<file path="src/rtl/core/lrupr_pkg.sv">
`timescale 1ns / 1ps
// ----------------------------------------------------------------------------
// lrupr_pkg
// Shared types and constants for the lru page replacement block.
// ----------------------------------------------------------------------------
package lrupr_pkg;

  localparam int FRAMES    = 8;
  localparam int PAGE_BITS = 16;
  localparam int SLOT_W    = (FRAMES > 1) ? $clog2(FRAMES) : 1;
  localparam int RANK_W    = SLOT_W;
  localparam int CNT_W     = 4;
  localparam int FAULT_W   = 32;

  localparam logic [RANK_W-1:0]  RANK_MAX  = RANK_W'(FRAMES - 1);
  localparam logic [SLOT_W-1:0]  SLOT_LAST = SLOT_W'(FRAMES - 1);
  localparam logic [CNT_W-1:0]   CNT_RESET = CNT_W'(FRAMES);
  localparam logic [FAULT_W-1:0] FAULT_MAX = '1;

  typedef enum logic [1:0] {
    ST_IDLE,
    ST_LOOK,
    ST_AGE,
    ST_EMIT
  } state_t;

  typedef struct packed {
    logic                 valid;
    logic [PAGE_BITS-1:0] page;
    logic [RANK_W-1:0]    rank;
  } frame_t;

  typedef struct packed {
    logic              hit;
    logic [SLOT_W-1:0] hit_slot;
    logic [RANK_W-1:0] hit_rank;
    logic              emp;
    logic [SLOT_W-1:0] emp_slot;
    logic [RANK_W-1:0] old_rank;
    logic [SLOT_W-1:0] old_slot;
  } scan_t;

  typedef struct packed {
    logic              miss;
    logic              cold;
    logic [SLOT_W-1:0] slot;
    logic [RANK_W-1:0] limit;
  } age_ctl_t;

endpackage

</file>
<file path="src/rtl/core/lrupr_frame_unit.sv">
`timescale 1ns / 1ps
// ----------------------------------------------------------------------------
// lrupr_frame_unit
// Per-frame compare and age unit, shared by the lookup and age passes.
// ----------------------------------------------------------------------------
module lrupr_frame_unit import lrupr_pkg::*; (
  input  logic [SLOT_W-1:0]    idx,
  input  frame_t               ent,
  input  logic [PAGE_BITS-1:0] page,
  input  scan_t                scan_i,
  input  age_ctl_t             ctl,
  output scan_t                scan_o,
  output frame_t               ent_o
);

  // lookup pass: first match, first empty, oldest with lowest index
  always_comb begin
    scan_o = scan_i;
    if (ent.valid && (ent.page == page) && !scan_i.hit) begin
      scan_o.hit      = 1'b1;
      scan_o.hit_slot = idx;
      scan_o.hit_rank = ent.rank;
    end
    if (!ent.valid && !scan_i.emp) begin
      scan_o.emp      = 1'b1;
      scan_o.emp_slot = idx;
    end
    if ((idx == '0) || (ent.rank > scan_i.old_rank)) begin
      scan_o.old_rank = ent.rank;
      scan_o.old_slot = idx;
    end
  end

  // age pass
  always_comb begin
    ent_o = ent;
    if (idx == ctl.slot) begin
      ent_o.rank = '0;
      if (ctl.miss) begin
        ent_o.page  = page;
        ent_o.valid = 1'b1;
      end
    end else if (ent.valid && (ent.rank != RANK_MAX) &&
                 (ctl.cold || (ent.rank < ctl.limit))) begin
      ent_o.rank = ent.rank + RANK_W'(1);
    end
  end

endmodule

</file>
<file path="src/rtl/core/lru_page_replacement.sv">
`timescale 1ns / 1ps
// ----------------------------------------------------------------------------
// lru_page_replacement
// LRU page replacement over FRAMES page frames, one reference per transfer.
// One frame unit visits a frame per cycle, once in the lookup pass and once in
// the age pass; a new reference is taken only in the idle state, after the
// previous one has passed its lookup, age and emit states.
// Reset: synchronous; frames empty, ages and fault count zero, frame count 8.
// ----------------------------------------------------------------------------
module lru_page_replacement import lrupr_pkg::*; (
  input  logic                 clk,
  input  logic                 rst_n,
  input  logic                 cfg_valid,
  output logic                 cfg_ready,
  input  logic [CNT_W-1:0]     cfg_frame_count,
  input  logic                 in_valid,
  output logic                 in_stall,
  input  logic [PAGE_BITS-1:0] in_page_id,
  output logic                 out_valid,
  input  logic                 out_stall,
  output logic                 out_hit,
  output logic [2:0]           out_frame_slot,
  output logic                 out_filled_empty,
  output logic [FAULT_W-1:0]   out_fault_count
);

  state_t               state_r, state_nxt;
  logic [CNT_W-1:0]     frame_count_r;
  logic [FRAMES-1:0]    valid_r;
  logic [RANK_W-1:0]    rank_r [FRAMES];
  logic [PAGE_BITS-1:0] page_r [FRAMES];
  logic [SLOT_W-1:0]    idx_r;
  logic [SLOT_W-1:0]    last_r;
  logic [SLOT_W-1:0]    last_nxt;
  logic [PAGE_BITS-1:0] page_in_r;
  scan_t                scan_r;
  logic [FAULT_W-1:0]   fault_r;
  logic                 out_valid_r;
  logic                 out_hit_r;
  logic [2:0]           out_slot_r;
  logic                 out_cold_r;
  logic [FAULT_W-1:0]   out_fault_r;

  frame_t               ent_cur;
  frame_t               ent_new;
  scan_t                scan_new;
  age_ctl_t             ctl;
  logic                 in_xfer;
  logic                 out_xfer;
  logic                 scan_end;
  logic                 emit_go;

  assign in_xfer  = in_valid && !in_stall;
  assign out_xfer = out_valid_r && !out_stall;
  assign scan_end = (idx_r == last_r);
  assign emit_go  = !out_valid_r || !out_stall;

  // frames in use, clamped to 1..FRAMES
  always_comb begin
    if (frame_count_r == '0) begin
      last_nxt = '0;
    end else if (frame_count_r > CNT_RESET) begin
      last_nxt = SLOT_LAST;
    end else begin
      last_nxt = SLOT_W'(frame_count_r - CNT_W'(1));
    end
  end

  assign ent_cur.valid = valid_r[idx_r];
  assign ent_cur.page  = page_r[idx_r];
  assign ent_cur.rank  = rank_r[idx_r];

  always_comb begin
    ctl.miss  = !scan_r.hit;
    ctl.cold  = !scan_r.hit && scan_r.emp;
    if (scan_r.hit) begin
      ctl.slot  = scan_r.hit_slot;
      ctl.limit = scan_r.hit_rank;
    end else if (scan_r.emp) begin
      ctl.slot  = scan_r.emp_slot;
      ctl.limit = RANK_MAX;
    end else begin
      ctl.slot  = scan_r.old_slot;
      ctl.limit = scan_r.old_rank;
    end
  end

  lrupr_frame_unit u_frame (
    .idx    (idx_r),
    .ent    (ent_cur),
    .page   (page_in_r),
    .scan_i (scan_r),
    .ctl    (ctl),
    .scan_o (scan_new),
    .ent_o  (ent_new)
  );

  // next state
  always_comb begin
    state_nxt = state_r;
    case (state_r)
      ST_IDLE: if (in_xfer) state_nxt = ST_LOOK;
      ST_LOOK: if (scan_end) state_nxt = ST_AGE;
      ST_AGE:  if (scan_end) state_nxt = ST_EMIT;
      ST_EMIT: if (emit_go) state_nxt = ST_IDLE;
      default: state_nxt = ST_IDLE;
    endcase
  end

  // outputs
  always_comb begin
    in_stall = 1'b1;
    case (state_r)
      ST_IDLE: in_stall = 1'b0;
      default: in_stall = 1'b1;
    endcase
  end

  assign cfg_ready = 1'b1;

  always_ff @(posedge clk) begin
    if (!rst_n) begin
      state_r       <= ST_IDLE;
      frame_count_r <= CNT_RESET;
      valid_r       <= '0;
      fault_r       <= '0;
      out_valid_r   <= 1'b0;
      idx_r         <= '0;
      for (int i = 0; i < FRAMES; i++) begin
        rank_r[i] <= '0;
      end
    end else begin
      state_r <= state_nxt;
      if (cfg_valid && cfg_ready) begin
        frame_count_r <= cfg_frame_count;
      end
      case (state_r)
        ST_IDLE: begin
          idx_r <= '0;
        end
        ST_LOOK: begin
          idx_r <= scan_end ? '0 : idx_r + SLOT_W'(1);
        end
        ST_AGE: begin
          valid_r[idx_r] <= ent_new.valid;
          rank_r[idx_r]  <= ent_new.rank;
          idx_r          <= scan_end ? '0 : idx_r + SLOT_W'(1);
          if (scan_end && ctl.miss && (fault_r != FAULT_MAX)) begin
            fault_r <= fault_r + FAULT_W'(1);
          end
        end
        default: begin
          idx_r <= '0;
        end
      endcase
      if ((state_r == ST_EMIT) && emit_go) begin
        out_valid_r <= 1'b1;
      end else if (out_xfer) begin
        out_valid_r <= 1'b0;
      end
    end
  end

  // payload registers
  always_ff @(posedge clk) begin
    if (in_xfer) begin
      page_in_r <= in_page_id;
      last_r    <= last_nxt;
      scan_r    <= '0;
    end else if (state_r == ST_LOOK) begin
      scan_r <= scan_new;
    end
    if (state_r == ST_AGE) begin
      page_r[idx_r] <= ent_new.page;
    end
    if ((state_r == ST_EMIT) && emit_go) begin
      out_hit_r   <= !ctl.miss;
      out_slot_r  <= 3'(ctl.slot);
      out_cold_r  <= ctl.cold;
      out_fault_r <= fault_r;
    end
  end

  assign out_valid        = out_valid_r;
  assign out_hit          = out_hit_r;
  assign out_frame_slot   = out_slot_r;
  assign out_filled_empty = out_cold_r;
  assign out_fault_count  = out_fault_r;

  a_emit_source: assert property (@(posedge clk) disable iff (!rst_n)
    $rose(out_valid_r) |-> $past(state_r == ST_EMIT))
    else $error("result raised outside emit state");

  a_fault_monotonic: assert property (@(posedge clk) disable iff (!rst_n)
    $past(rst_n) |-> (fault_r >= $past(fault_r)))
    else $error("fault count went down");

  a_hit_not_cold: assert property (@(posedge clk) disable iff (!rst_n)
    out_valid_r && out_hit_r |-> !out_cold_r)
    else $error("hit flagged as cold fill");

  a_scan_bound: assert property (@(posedge clk) disable iff (!rst_n)
    (state_r == ST_LOOK || state_r == ST_AGE) |-> (idx_r <= last_r))
    else $error("scan index past frames in use");

endmodule

</file>
<file path="config.mk">
export PLATFORM = sky130hd
export DESIGN_NAME = lru_page_replacement
export DESIGN_NICKNAME = d
export VERILOG_FILES = /design/src/rtl/core/lrupr_pkg.sv /design/src/rtl/core/lrupr_frame_unit.sv /design/src/rtl/core/lru_page_replacement.sv
export SDC_FILE = /design/constraint.sdc
export NUM_CORES = 1
export LEC_CHECK = 0
export ABC_CLOCK_PERIOD_IN_PS = 11600
export BUFFER_PORTS_ARGS = -buffer_cell sky130_fd_sc_hd__buf_2
export CAP_MARGIN = 20
export CELL_PAD_IN_SITES_DETAIL_PLACEMENT = 2
export CELL_PAD_IN_SITES_GLOBAL_PLACEMENT = 2
export CORE_MARGIN = 1
export CORE_UTILIZATION = 34
export CTS_CLUSTER_DIAMETER = 200
export DETAILED_ROUTE_END_ITERATION = 8
export GPL_TIMING_DRIVEN = 1
export HOLD_SLACK_MARGIN = 0.02
export PLACE_DENSITY_LB_ADDON = 0.1
export SLEW_MARGIN = 20
export SYNTH_ARGS = -nofsm -noshare
export SYNTH_HDL_FRONTEND = slang
export SYNTH_SLANG_ARGS = --single-unit
export TNS_END_PERCENT = 100
</file>
<file path="constraint.sdc">
create_clock -name clk -period 11.6 [get_ports clk]
set_input_delay 1.74 -clock clk [delete_from_list [all_inputs] [get_ports clk]]
set_output_delay 1.74 -clock clk [all_outputs]
set_load 0.01 [all_outputs]
</file>
==> results.py <==
metrics = {
    "status": {
        "outcome": "complete, no violations",
    },
    "global_route": {
        "grt_use_met1_pct": 22.6,
        "antenna_found_initial": 0,
        "grt_usage_pct": 18.0,
        "grt_pass1_vias": 8218,
        "grt_overflow": 0,
        "grt_pass1_wl_mm": 48.9,
        "grt_max_degree": 64,
        "grt.busiest_layer": "met2",
        "grt_util_met2_pct": 32.5,
        "met3_usage_pct": 2.38,
    },
    "detailed_routing": {
        "vias": 7379,
        "route.detailed.drc": 0,
        "dr.pass1.iters": 5,
        "vias_per_cell": 5.23,
        "wl_per_cell_um": 22.2,
        "drt-initial-drc-count": 418,
        "drtAntennaViolNets": 0,
        "drt-total-wl_mm": 31.4,
    },
    "clocking": {
        "hold_buffers": 0,
        "root_buffer": "clkbuf_16",
        "cts_resized": 0,
        "post_cts_buffers": 0,
        "htreeDepth": 1,
        "clockBufferDepth": 3,
        "cts.clk_slew.worst_paths_ps": 60,
        "cts_sinks": 275,
        "clk_latency_ps": 580,
        "cts_tree": "yes",
        "cts_buffers": 30,
    },
    "sta": {
        "whs_ps": 472,
        "finalCritPeriodShare_pct": 36.3,
        "setup_viol": 0,
        "slew_violations": 0,
        "worst_pin_slew_ps": 1050,
        "fin_crit_ps": 4210,
        "setup_tns_ps": 0,
        "rsz0062_at_grt": "no",
        "finalClockSkew_ps": 27.5,
        "relSlewSlack_pct": 29.9,
        "finalHoldViolations": 0,
        "fmax_mhz": 238,
    },
    "yosys": {
        "ys_warn_count": 0,
        "yosysMostFrequentCell": "edfxtp_1",
        "synth_common_cells": "208 x edfxtp_1, 67 x dfxtp_1, 58 x nand2_1, 58 x nor2_1, 43 x mux2i_1",
        "syn_nets": 923,
        "synth.top_cell.area_share_pct": 53.3,
        "synth_flop_cell": "edfxtp_1",
        "synth_top_area_cell": "edfxtp_1",
        "ys_ff_latch": 275,
        "netlist_area_um2": 11700,
        "ys_async_sr_fraction_pct": 0,
        "ys_top_cells_by_area": "edfxtp_1 53%, dfxtp_1 11%, mux2i_1 3.7%, xnor2_1 2.7%, mux4_2 2.3%",
        "syn_inst": 882,
        "synth-seq-area-share_pct": 64.7,
        "synth_edf_count": 208,
        "avgSynthCellArea_um2": 13.3,
        "synth_cell_type_count": 58,
    },
    "cells_and_area": {
        "nets": 981,
        "drive_gt1_share_pct": 16.5,
        "antenna_cells": 0,
        "syn_to_final_growth_pct": 14.8,
        "final.fill_count": 3431,
    },
    "floorplan": {
        "dieWidth_um": 188,
        "start_util_pct": 34.8,
        "rows": 67,
        "io-pin-count": 65,
        "fp.coreArea_um2": 33700,
        "die_h_um": 188,
        "dieArea_um2": 35200,
    },
    "worst_setup_path": {
        "path_buf_inv": 1,
        "cp.arrival_ps": 4630,
        "slowest_delay_ps": 730,
        "cpLargestDelayFamily": "compound AO/OA/AOI/OAI gates",
        "cpMaxStageDelayCell": "o21ai_1",
        "end_kind": "flop",
        "crit_path_max_fanout": 63,
        "worstSetupStartpointType": "flop",
        "critPathKind": "flop to flop",
        "worstPathRequired_ps": 12020,
        "path_cells": "buf_4, nor2b_1, a221oi_1, o22ai_1, ha_1, a21o_1, a21oi_1, a31oi_1, o21ai_1, mux2i_1, nor2_1",
    },
    "pwr": {
        "pwr_density_cell_nw_per_um2": 231,
        "vdd_ir_drop_max_mv": 0.182,
        "power.leakage_nw": 4.76,
    },
    "place": {
        "dpl.hpwl_mm": 20.0,
        "gp_congestion": 0.785,
        "io_buffer_count": 63,
    },
    "flow_run": {
        "drv_cap": 0,
    },
    "min_path": {
        "worstHoldPathType": "flop to flop",
    },
}
## through the flow
stage                     utilization [%]  instance area (µm²)  setup slack (ps)  power (mW)  std cells
after floorplan                         -                11700              6640        1.90        882
after global placement               36.9                12500              7460        2.14       1353
after detailed placement             36.9                12500              7230        2.18       1353
after CTS                            39.9                13400              7190        3.15       1409
after global routing                 39.9                13500              7070        3.26       1412
final                                39.9                13500              7390        3.11       1412
## routing by layer
layer	share of wire [%]	vias to the layer above
met2	51	121
met3	3.4	45
met1	43	3794
li1	-	3419
met4	2.4	0
met5	0	-
## final cells by class
type | instances | area, µm² | share of cell area [%]
Tap cell | 448 | 561 | 4.17
Inverter | 27 | 101 | 0.753
Sequential cell | 275 | 7590 | 56.4
Clock inverter | 21 | 210 | 1.56
Multi-Input combinational cell | 531 | 3820 | 28.4
Clock buffer | 35 | 779 | 5.79
Timing Repair Buffer | 75 | 400 | 2.98
## power by group
part,internal [mW],switching [mW]
registers,1.27,0.0464
logic,0.257,0.573
clock network,0.567,0.394
## state kept, by name (all words and copies together) (netlist names), 4 cells and up
signal and cells:
valid_r 8, rank_r 24, out_fault_count 32, page_r 128, scan_r 17, frame_count_r 4
fault_r 32, page_in_r 16
## cells by family after synthesis
family                   after synthesis  synth area share (%)
buffers and inverters                 76                  2.81
adder cells (fa/ha/maj)               16                  1.71
XOR/XNOR                              42                  3.14
multiplexers                          68                  7.26
AND/OR/NAND/NOR                      263                  11.8
AO/OA/AOI/OAI                        141                  8.53
flip-flops                           275                  64.7
other                                  1                0.0320
## final timing paths
path / slack (ps) / cells after the start / startpoint / to
worst min-delay path: 470 / 2 / scan_r[14] / scan_r[14]
worst max-delay path: 7390 / 11 / idx_r[1] / scan_r[0]
worst max register to register: 7390 / 11 / idx_r[1] / scan_r[0]
worst min register to register: 470 / 2 / scan_r[14] / scan_r[14]
## cell usage in the layout, fill, tap and decap left out, types with 18 or more instances in the layout
master     count
edfxtp_1     208
dfxtp_1       65
buf_2         65
nor2_1        58
nand2_1       58
mux2i_1       43
xnor2_1       36
clkbuf_16     30
nand3_1       28
and2_1        28
o21ai_0       26
inv_1         25
a211oi_1      19
a21oi_1       18
## worst min-delay path, cell delays in order (launching register included)
cell and delay [ps]:
dfxtp_1 310, nand2_1 60, mux2i_1 60
(Power assumes the default switching activity.)
